<file path="config.mk">
export PLATFORM = sky130hd
export DESIGN_NAME = calendar_date_decrement
export DESIGN_NICKNAME = d
export VERILOG_FILES = /design/src/rtl/cdd_pkg.sv /design/src/rtl/cdd_dp.sv /design/src/rtl/cdd_ctrl.sv /design/src/rtl/calendar_date_decrement.sv
export SDC_FILE = /design/constraint.sdc
export NUM_CORES = 1
export LEC_CHECK = 0
export ABC_AREA = 1
export ABC_CLOCK_PERIOD_IN_PS = 15200
export BUFFER_PORTS_ARGS = -buffer_cell sky130_fd_sc_hd__buf_2
export CAP_MARGIN = 20
export CORE_MARGIN = 2
export CORE_UTILIZATION = 25
export DETAILED_ROUTE_END_ITERATION = 10
export PLACE_DENSITY = 0.44
export SYNTH_ARGS = -nofsm -noshare
export SYNTH_HDL_FRONTEND = slang
export SYNTH_HIERARCHICAL = 1
export SYNTH_SLANG_ARGS = --single-unit
</file>
<file path="constraint.sdc">
create_clock -name clk_i -period 15.2 [get_ports clk_i]
set_input_delay 0 -clock clk_i [delete_from_list [all_inputs] [get_ports clk_i]]
set_output_delay 0 -clock clk_i [all_outputs]
set_load 0.05 [all_outputs]
</file>
<file path="src/rtl/cdd_pkg.sv">
// Shared types, constants and calendar helpers for the date decrement block.
`default_nettype none

package cdd_pkg;

  typedef enum logic [2:0] {
    REQ_DAY        = 3'd0,
    REQ_WEEK       = 3'd1,
    REQ_MONTH      = 3'd2,
    REQ_YEAR       = 3'd3,
    REQ_DECADE     = 3'd4,
    REQ_CENTURY    = 3'd5,
    REQ_MILLENNIUM = 3'd6
  } req_e;

  typedef struct packed {
    logic load;
    logic prep;
    logic step;
    logic out_load;
  } cdd_cmd_t;

  typedef struct packed {
    logic step_mode;
    logic rem_zero;
  } cdd_status_t;

  localparam int MULT_W      = 10;
  localparam int MAG_W       = 16;
  localparam int DIV25_SHIFT = 21;
  localparam int DIV25_PW    = MAG_W + 17;
  localparam logic [16:0] DIV25_MUL = 17'd83887;

  localparam logic [3:0] MONTH_JAN = 4'd1;
  localparam logic [3:0] MONTH_FEB = 4'd2;
  localparam logic [3:0] MONTH_DEC = 4'd12;
  localparam logic [4:0] DAY_ONE   = 5'd1;
  localparam logic [4:0] DEC_DAYS  = 5'd31;

  localparam logic [4:0] MONTH_LEN [0:11] = '{
    5'd31, 5'd28, 5'd31, 5'd30, 5'd31, 5'd30,
    5'd31, 5'd31, 5'd30, 5'd31, 5'd30, 5'd31
  };

  function automatic logic [4:0] days_of(logic [3:0] month, logic leap);
    logic [3:0] idx;
    logic [4:0] len;
    idx = month - 4'd1;
    unique case (month) inside
      MONTH_FEB:                       len = leap ? 5'd29 : 5'd28;
      4'd1, [4'd3:4'd12]:              len = MONTH_LEN[idx];
      default:                         len = 5'd0;
    endcase
    return len;
  endfunction

  function automatic logic [MULT_W-1:0] mult_of(logic [2:0] kind);
    logic [MULT_W-1:0] mult;
    unique case (kind) inside
      REQ_DAY, REQ_MONTH, REQ_YEAR: mult = MULT_W'(1);
      REQ_WEEK:                     mult = MULT_W'(7);
      REQ_DECADE:                   mult = MULT_W'(10);
      REQ_CENTURY:                  mult = MULT_W'(100);
      REQ_MILLENNIUM:               mult = MULT_W'(1000);
      default:                      mult = '0;
    endcase
    return mult;
  endfunction

endpackage

`default_nettype wire

</file>
<file path="src/rtl/cdd_dp.sv">
// Datapath: date registers, day and month step logic, leap test, count multiplier.
`default_nettype none

module cdd_dp #(
  parameter int COUNT_WIDTH = 12,
  parameter int YEAR_WIDTH  = 16
) (
  input  wire                  clk_i,
  input  wire                  rst_ni,
  input  cdd_pkg::cdd_cmd_t    cmd_i,
  output cdd_pkg::cdd_status_t status_o,
  input  wire  [2:0]           req_type_i,
  input  wire  [11:0]          step_count_i,
  input  wire  [4:0]           in_day_i,
  input  wire  [3:0]           in_month_i,
  input  wire  [15:0]          in_year_i,
  output logic [4:0]           out_day_o,
  output logic [3:0]           out_month_o,
  output logic [15:0]          out_year_o
);
  import cdd_pkg::*;

  localparam int PW = COUNT_WIDTH + MULT_W;
  localparam int RW = COUNT_WIDTH + 3;
  localparam int SW = (PW > YEAR_WIDTH) ? PW : YEAR_WIDTH;

  logic [2:0]             kind_q;
  logic [COUNT_WIDTH-1:0] cnt_q;
  logic [4:0]             day_q, day_d;
  logic [3:0]             mon_q, mon_d;
  logic [YEAR_WIDTH-1:0]  year_q, year_d;
  logic [PW-1:0]          prod_q, prod_c;
  logic [RW-1:0]          rem_q;
  logic                   leap_q, leap_c;
  logic [4:0]             out_day_q;
  logic [3:0]             out_mon_q;
  logic [YEAR_WIDTH-1:0]  out_year_q, out_year_d;

  logic [3:0]             mon_dec;
  logic [YEAR_WIDTH-1:0]  year_dec;
  logic [4:0]             len;
  logic [YEAR_WIDTH-1:0]  mag;
  logic [MAG_W-1:0]       mag16;
  logic [DIV25_PW-1:0]    q_prod;
  logic [MAG_W-1:0]       quo, quo25;
  logic                   div25, div4, div16;
  logic [SW-1:0]          diff;
  logic                   year_mode;

  // leap test on the signed year: divisible by 25 via reciprocal multiply
  always_comb begin
    mag    = year_q[YEAR_WIDTH-1] ? (~year_q + YEAR_WIDTH'(1)) : year_q;
    mag16  = MAG_W'(mag);
    q_prod = DIV25_PW'(mag16) * DIV25_PW'(DIV25_MUL);
    quo    = MAG_W'(q_prod[DIV25_PW-1:DIV25_SHIFT]);
    quo25  = (quo << 4) + (quo << 3) + quo;
    div25  = (mag16 == quo25);
    div4   = (mag[1:0] == 2'd0);
    div16  = (mag[3:0] == 4'd0);
    leap_c = (div16 && div25) || (div4 && !div25);
  end

  assign prod_c = PW'(cnt_q) * PW'(mult_of(kind_q));

  always_comb begin
    mon_dec  = mon_q - 4'd1;
    year_dec = year_q - YEAR_WIDTH'(1);
    day_d    = day_q;
    mon_d    = mon_q;
    year_d   = year_q;
    len      = days_of(mon_dec, leap_q);
    if (kind_q == REQ_MONTH) begin
      if (mon_q == MONTH_JAN) begin
        mon_d  = MONTH_DEC;
        year_d = year_dec;
        len    = DEC_DAYS;
      end else begin
        mon_d = mon_dec;
      end
      day_d = (day_q > len) ? len : day_q;
    end else if (day_q == DAY_ONE) begin
      if (mon_q == MONTH_JAN) begin
        day_d  = DEC_DAYS;
        mon_d  = MONTH_DEC;
        year_d = year_dec;
      end else begin
        mon_d = mon_dec;
        day_d = len;
      end
    end else begin
      day_d = day_q - 5'd1;
    end
  end

  always_comb begin
    year_mode  = kind_q inside {REQ_YEAR, REQ_DECADE, REQ_CENTURY, REQ_MILLENNIUM};
    diff       = SW'(year_q) - SW'(prod_q);
    out_year_d = year_mode ? diff[YEAR_WIDTH-1:0] : year_q;
  end

  always_ff @(posedge clk_i) begin
    leap_q <= leap_c;
    if (cmd_i.load) begin
      kind_q <= req_type_i;
      cnt_q  <= COUNT_WIDTH'(step_count_i);
      day_q  <= in_day_i;
      mon_q  <= in_month_i;
      year_q <= in_year_i[YEAR_WIDTH-1:0];
    end
    if (cmd_i.prep) begin
      prod_q <= prod_c;
      rem_q  <= prod_c[RW-1:0];
    end
    if (cmd_i.step) begin
      rem_q  <= rem_q - RW'(1);
      day_q  <= day_d;
      mon_q  <= mon_d;
      year_q <= year_d;
    end
    if (cmd_i.out_load) begin
      out_day_q  <= day_q;
      out_mon_q  <= mon_q;
      out_year_q <= out_year_d;
    end
  end

  assign status_o.step_mode = kind_q inside {REQ_DAY, REQ_WEEK, REQ_MONTH};
  assign status_o.rem_zero  = (rem_q == '0);

  assign out_day_o   = out_day_q;
  assign out_month_o = out_mon_q;
  assign out_year_o  = 16'($signed(out_year_q));

  a_step_dec: assert property (@(posedge clk_i) disable iff (!rst_ni)
    cmd_i.step |=> rem_q == $past(rem_q) - RW'(1))
    else $error("remaining count did not advance by one");

  a_step_nonzero: assert property (@(posedge clk_i) disable iff (!rst_ni)
    cmd_i.step |-> !status_o.rem_zero && status_o.step_mode)
    else $error("step issued with no work left");

endmodule

`default_nettype wire

</file>
<file path="src/rtl/cdd_ctrl.sv">
// Controller: request sequencing and output register handshake.
`default_nettype none

module cdd_ctrl (
  input  wire                  clk_i,
  input  wire                  rst_ni,
  input  wire                  in_valid_i,
  output logic                 in_ready_o,
  output logic                 out_valid_o,
  input  wire                  out_ready_i,
  input  cdd_pkg::cdd_status_t status_i,
  output cdd_pkg::cdd_cmd_t    cmd_o
);
  import cdd_pkg::*;

  typedef enum logic [2:0] {
    ST_IDLE = 3'b001,
    ST_PREP = 3'b010,
    ST_RUN  = 3'b100
  } ctrl_state_e;

  ctrl_state_e state_q, state_d;
  logic        out_valid_q, out_valid_d;

  always_comb begin
    state_d    = state_q;
    cmd_o      = '0;
    in_ready_o = (state_q == ST_IDLE);
    unique case (state_q)
      ST_IDLE: begin
        if (in_valid_i) begin
          cmd_o.load = 1'b1;
          state_d    = ST_PREP;
        end
      end
      ST_PREP: begin
        cmd_o.prep = 1'b1;
        state_d    = ST_RUN;
      end
      ST_RUN: begin
        if (status_i.step_mode && !status_i.rem_zero) begin
          cmd_o.step = 1'b1;
        end else if (!out_valid_q || out_ready_i) begin
          cmd_o.out_load = 1'b1;
          state_d        = ST_IDLE;
        end
      end
      default: state_d = ST_IDLE;
    endcase
  end

  always_comb begin
    out_valid_d = out_valid_q;
    if (cmd_o.out_load) begin
      out_valid_d = 1'b1;
    end else if (out_ready_i) begin
      out_valid_d = 1'b0;
    end
  end

  always_ff @(posedge clk_i or negedge rst_ni) begin
    if (!rst_ni) begin
      state_q     <= ST_IDLE;
      out_valid_q <= 1'b0;
    end else begin
      state_q     <= state_d;
      out_valid_q <= out_valid_d;
    end
  end

  assign out_valid_o = out_valid_q;

  a_accept_prep: assert property (@(posedge clk_i) disable iff (!rst_ni)
    (in_valid_i && in_ready_o) |=> state_q == ST_PREP)
    else $error("accepted request did not enter prep");

  a_step_stays: assert property (@(posedge clk_i) disable iff (!rst_ni)
    cmd_o.step |=> state_q == ST_RUN)
    else $error("left run while stepping");

  a_finish: assert property (@(posedge clk_i) disable iff (!rst_ni)
    cmd_o.out_load |=> out_valid_q && in_ready_o)
    else $error("finished request not presented");

endmodule

`default_nettype wire

</file>
<file path="src/rtl/calendar_date_decrement.sv">
// Top level: Gregorian date decrement by day, week, month, year, decade, century or millennium units.
`default_nettype none

// Moves a date back by step_count units of the kind given in tuser. Each
// request is accepted in the idle state and its count is set up in the prep
// state; the run state then steps the date back by days (count steps in day
// mode, 7 * count in week mode) or months (count steps in month mode) and
// loads the result once the output register is free; year, decade, century
// and millennium requests make no steps. The result sits in an output
// register, so the next request is taken while it waits for the sink.
module calendar_date_decrement #(
  parameter int COUNT_WIDTH = 12,
  parameter int YEAR_WIDTH  = 16
) (
  input  wire         clk_i,
  input  wire         rst_ni,
  input  wire         s_axis_tvalid_i,
  output logic        s_axis_tready_o,
  // step_count[11:0], in_day[16:12], in_month[20:17], in_year[36:21], zero
  input  wire  [39:0] s_axis_tdata_i,
  // req_type[2:0]
  input  wire  [2:0]  s_axis_tuser_i,
  output logic        m_axis_tvalid_o,
  input  wire         m_axis_tready_i,
  // out_day[4:0], out_month[8:5], out_year[24:9], zero
  output logic [31:0] m_axis_tdata_o
);
  import cdd_pkg::*;

  cdd_cmd_t    cmd;
  cdd_status_t status;
  logic [4:0]  out_day;
  logic [3:0]  out_month;
  logic [15:0] out_year;

  cdd_ctrl u_ctrl (
    .clk_i       (clk_i),
    .rst_ni      (rst_ni),
    .in_valid_i  (s_axis_tvalid_i),
    .in_ready_o  (s_axis_tready_o),
    .out_valid_o (m_axis_tvalid_o),
    .out_ready_i (m_axis_tready_i),
    .status_i    (status),
    .cmd_o       (cmd)
  );

  cdd_dp #(
    .COUNT_WIDTH (COUNT_WIDTH),
    .YEAR_WIDTH  (YEAR_WIDTH)
  ) u_dp (
    .clk_i        (clk_i),
    .rst_ni       (rst_ni),
    .cmd_i        (cmd),
    .status_o     (status),
    .req_type_i   (s_axis_tuser_i),
    .step_count_i (s_axis_tdata_i[11:0]),
    .in_day_i     (s_axis_tdata_i[16:12]),
    .in_month_i   (s_axis_tdata_i[20:17]),
    .in_year_i    (s_axis_tdata_i[36:21]),
    .out_day_o    (out_day),
    .out_month_o  (out_month),
    .out_year_o   (out_year)
  );

  assign m_axis_tdata_o = {7'd0, out_year, out_month, out_day};

endmodule

`default_nettype wire

</file>
==> metrics.txt <==
clk buf depth=2; worst path required time=15.43 ns; Hold EP=u_ctrl/out_valid_o; Worst setup SP type=flip-flop; Die Y=252 um; root buf cell=clkbuf_16; origin of the critical flop-to-flop path=u_dp/year_q[0]; Final Setup Violations=0; max-cap viol count=0; run status=complete, but fails checks; antenna violations before repair=4; Die ar.=63,300 um2; largest net degree at the start of global routing=38; core area=60,500 um2; Post-Synthesis Cells=1,867; Post-synth EDFFs=96; mapped cell area=15,300 um2; Most used DFF post-synth=edfxtp_1; failing checks=negative hold slack; post-route minimum period=9.72 ns; Area Growth Syn to Fin=13.1%; RSZ-0062 raised after global routing=false; post-synthesis sequential area ratio=0.196; Synthesis Warnings=6; Critical-path top delay cell=fa_1; total track usage=0.131; share of post-route cells with drive strength above 1=0.0833; Max Slew Vio Count=0; final hold violation count=1; largest family of logic cells by synthesized area=adder cells; Worst-path clk slew=0.08 ns; global-route wire length before repair=65,300 um; # DRC=0; post-layout net count=2,406; Synth async-reset ratio=0.0396; vias in the first global route=12,347; Post-Synth Adder-Cell Area=0.391; Post-CTS Setup Inserts=0; Period Utilization, post-route=0.640; Synth Area in Simple Gates=0.186; setup TNS=0 ns; FF-to-FF path depth=46; mux cell area share after synthesis=0; most frequent CP cell=nand2_1; syn_area_per_cell=8.21 um2; post-DP HPWL=35,800 um; WL/cell=15.0 um; max incr delay on CP=0.64 ns; final hold slack=-0.00695 ns; gpl congestion=0.867; # clock sinks=101; chip width=252 um; FF+latch count, synth=101; Hold Crit Depth=4; Initial Utilization=0.253; CP Data Arrival Time=9.95 ns; Critical Path Fanout Max=15; Slew headroom=0.376; Worst Tran Pin Value=0.933 ns; Peak Freq=103 MHz; htree depth=3; DRT antenna net count=0; Crit Reg-Reg Endpoint=u_dp/leap_q; First-pass DRT Iterations=5; TritonCTS clock tree=done; port bufs=70; vias post-DR=11,879; Routed WL=41,400 um; clk_skew=0.0124 ns; Synth Area in XOR/XNOR=0.0398; GRT overflow=0; Min-Delay Startpoint=m_axis_tready_i; Starting DRT DRC Count=510; r2r setup slk=5.48 ns; Via-to-Cell Ratio=4.30; Min-Delay Path Class=primary input to flip-flop; Synth cell types=54; CTS Buf Count=9; Rows=90; clk_lat worst skew=0.36 ns; critical path endpoint category=flip-flop; WS Path Type=flip-flop to flip-flop; I/O pin total=81; fraction of the mapped netlist area in compound gates=0.0706
## layout by cell type (no fill, tap or decap), types with 4 or more instances in the layout
master,count
buf_2,70
a21o_1,4
nor2_2,11
xnor2_1,26
o21a_1,4
nand4_1,14
a21oi_1,64
nand2_2,13
o21ai_0,56
nand3_1,61
clkbuf_16,9
o21bai_1,6
nand3_2,11
buf_4,10
nor3_1,10
nand3b_1,6
o21ai_1,12
xor2_1,38
inv_2,8
nand2_1,373
a31oi_1,17
nor2_1,143
conb_1,10
ha_1,224
fa_1,159
or2_2,7
inv_1,429
edfxtp_1,96
dlygate4sd3_1,36
## logic make-up after synthesis
kind of cell | after synthesis
buffers and inverters | 463
AND/OR/NAND/NOR | 663
AO/OA/AOI/OAI | 187
flip-flops | 101
XOR/XNOR | 67
other | 3
adder cells (fa/ha/maj) | 383
## worst max-delay path, delay by kind of cell (launching register included)
| kind | cells | cell delay [ns] |
|---|---|---|
| compound gates | 3 | 0.78 |
| flops | 1 | 0.37 |
| simple gates | 19 | 1.81 |
| buf+inv | 12 | 1.33 |
| xor+xnor | 2 | 0.71 |
| fa+ha+maj | 10 | 4.56 |
## cell usage after synthesis, types with 3 or more instances
library cell  count  area, um2
nor2_2            9       56.3
inv_1           429       1610
o211ai_1          3       22.5
or2_2             7       43.8
clkbuf_1          9       33.8
o21a_1            4       30.0
o21ai_1          12       60.1
nand4_1          14       87.6
xor2_1           38        333
dfrtp_1           3       75.1
nand3_1          61        305
buf_4            12       90.1
a31oi_1          17        106
o21ai_0          56        280
nand3_2          11        110
nand3b_1          6       45.0
o21ai_2           3       26.3
or2_1             3       18.8
o22ai_1           3       18.8
a21oi_1          64        320
inv_2             8       30.0
edfxtp_1         96       2880
a21o_1            4       30.0
nand2_1         373       1400
nand2_2          13       81.3
nor2_1          146        548
xor2_2            3       48.8
conb_1            3       11.3
buf_1             3       11.3
nor4_1            3       18.8
fa_1            159       3180
xnor2_1          26        228
nor3_1           11       55.1
o21bai_1          6       45.0
ha_1            224       2800
## flip-flops by register name, summed over array words and instances, names as in the netlist, 3 cells and up
signal	flops
u_ctrl/state_q	3
u_dp/cnt_q	12
u_dp/year_q	16
u_dp/kind_q	3
u_dp/out_year_o	16
u_dp/out_month_o	4
u_dp/prod_q	16
u_dp/mon_q	4
u_dp/day_q	5
u_dp/out_day_o	5
u_dp/rem_q	15
## routing by layer
metal  wire (um)  global-route usage  vias up
met2       20100               0.234      177
met5           0                   0        -
met4         537              0.0252        0
li1            -                   -     6055
met1       19600               0.173     5617
met3        1100              0.0123       30
## worst max-delay path by stage
stage / from / end / slack, ns / cells after the start
after floorplan: u_dp/year_q[0] / u_dp/leap_q / 6.86 / 42
after global placement: u_dp/year_q[0] / u_dp/leap_q / 5.49 / 42
after detailed placement: u_dp/year_q[0] / u_dp/leap_q / 5.43 / 46
after CTS: u_dp/year_q[0] / u_dp/leap_q / 5.40 / 46
after global routing: u_dp/year_q[0] / u_dp/leap_q / 4.85 / 46
final: u_dp/year_q[0] / u_dp/leap_q / 5.48 / 46
## stage by stage
step           worst slack [ns]  utilization  std cells  cell area (um2)
6_report                   5.48        0.287       2765            17300
5_1_grt                    4.85        0.286       2763            17300
4_1_cts                    5.40        0.286       2763            17300
3_5_place_dp               5.43        0.275       2711            16600
3_3_place_gp               5.49        0.275       2711            16600
2_1_floorplan              6.86            -       1874            15300
## cell type report
type                    count  area (um2)
inverters                 438        1640
well taps                 782         978
multi-input cells        1310       10600
diodes                      2        5.00
clock inverters             7         106
clock buffers               9         225
flip-flops and latches    101        3000
repair buffers            116         786
fillers                  6476       43100
## repair_timing
item                                   4_1_cts  5_1_grt
resized for setup                            0        0
endpoints found under the hold margin       40        0
hold buffers                                36        0
Power is not shown: default switching activity piles up to over one toggle a cycle in this logic, so the estimate is an artifact.
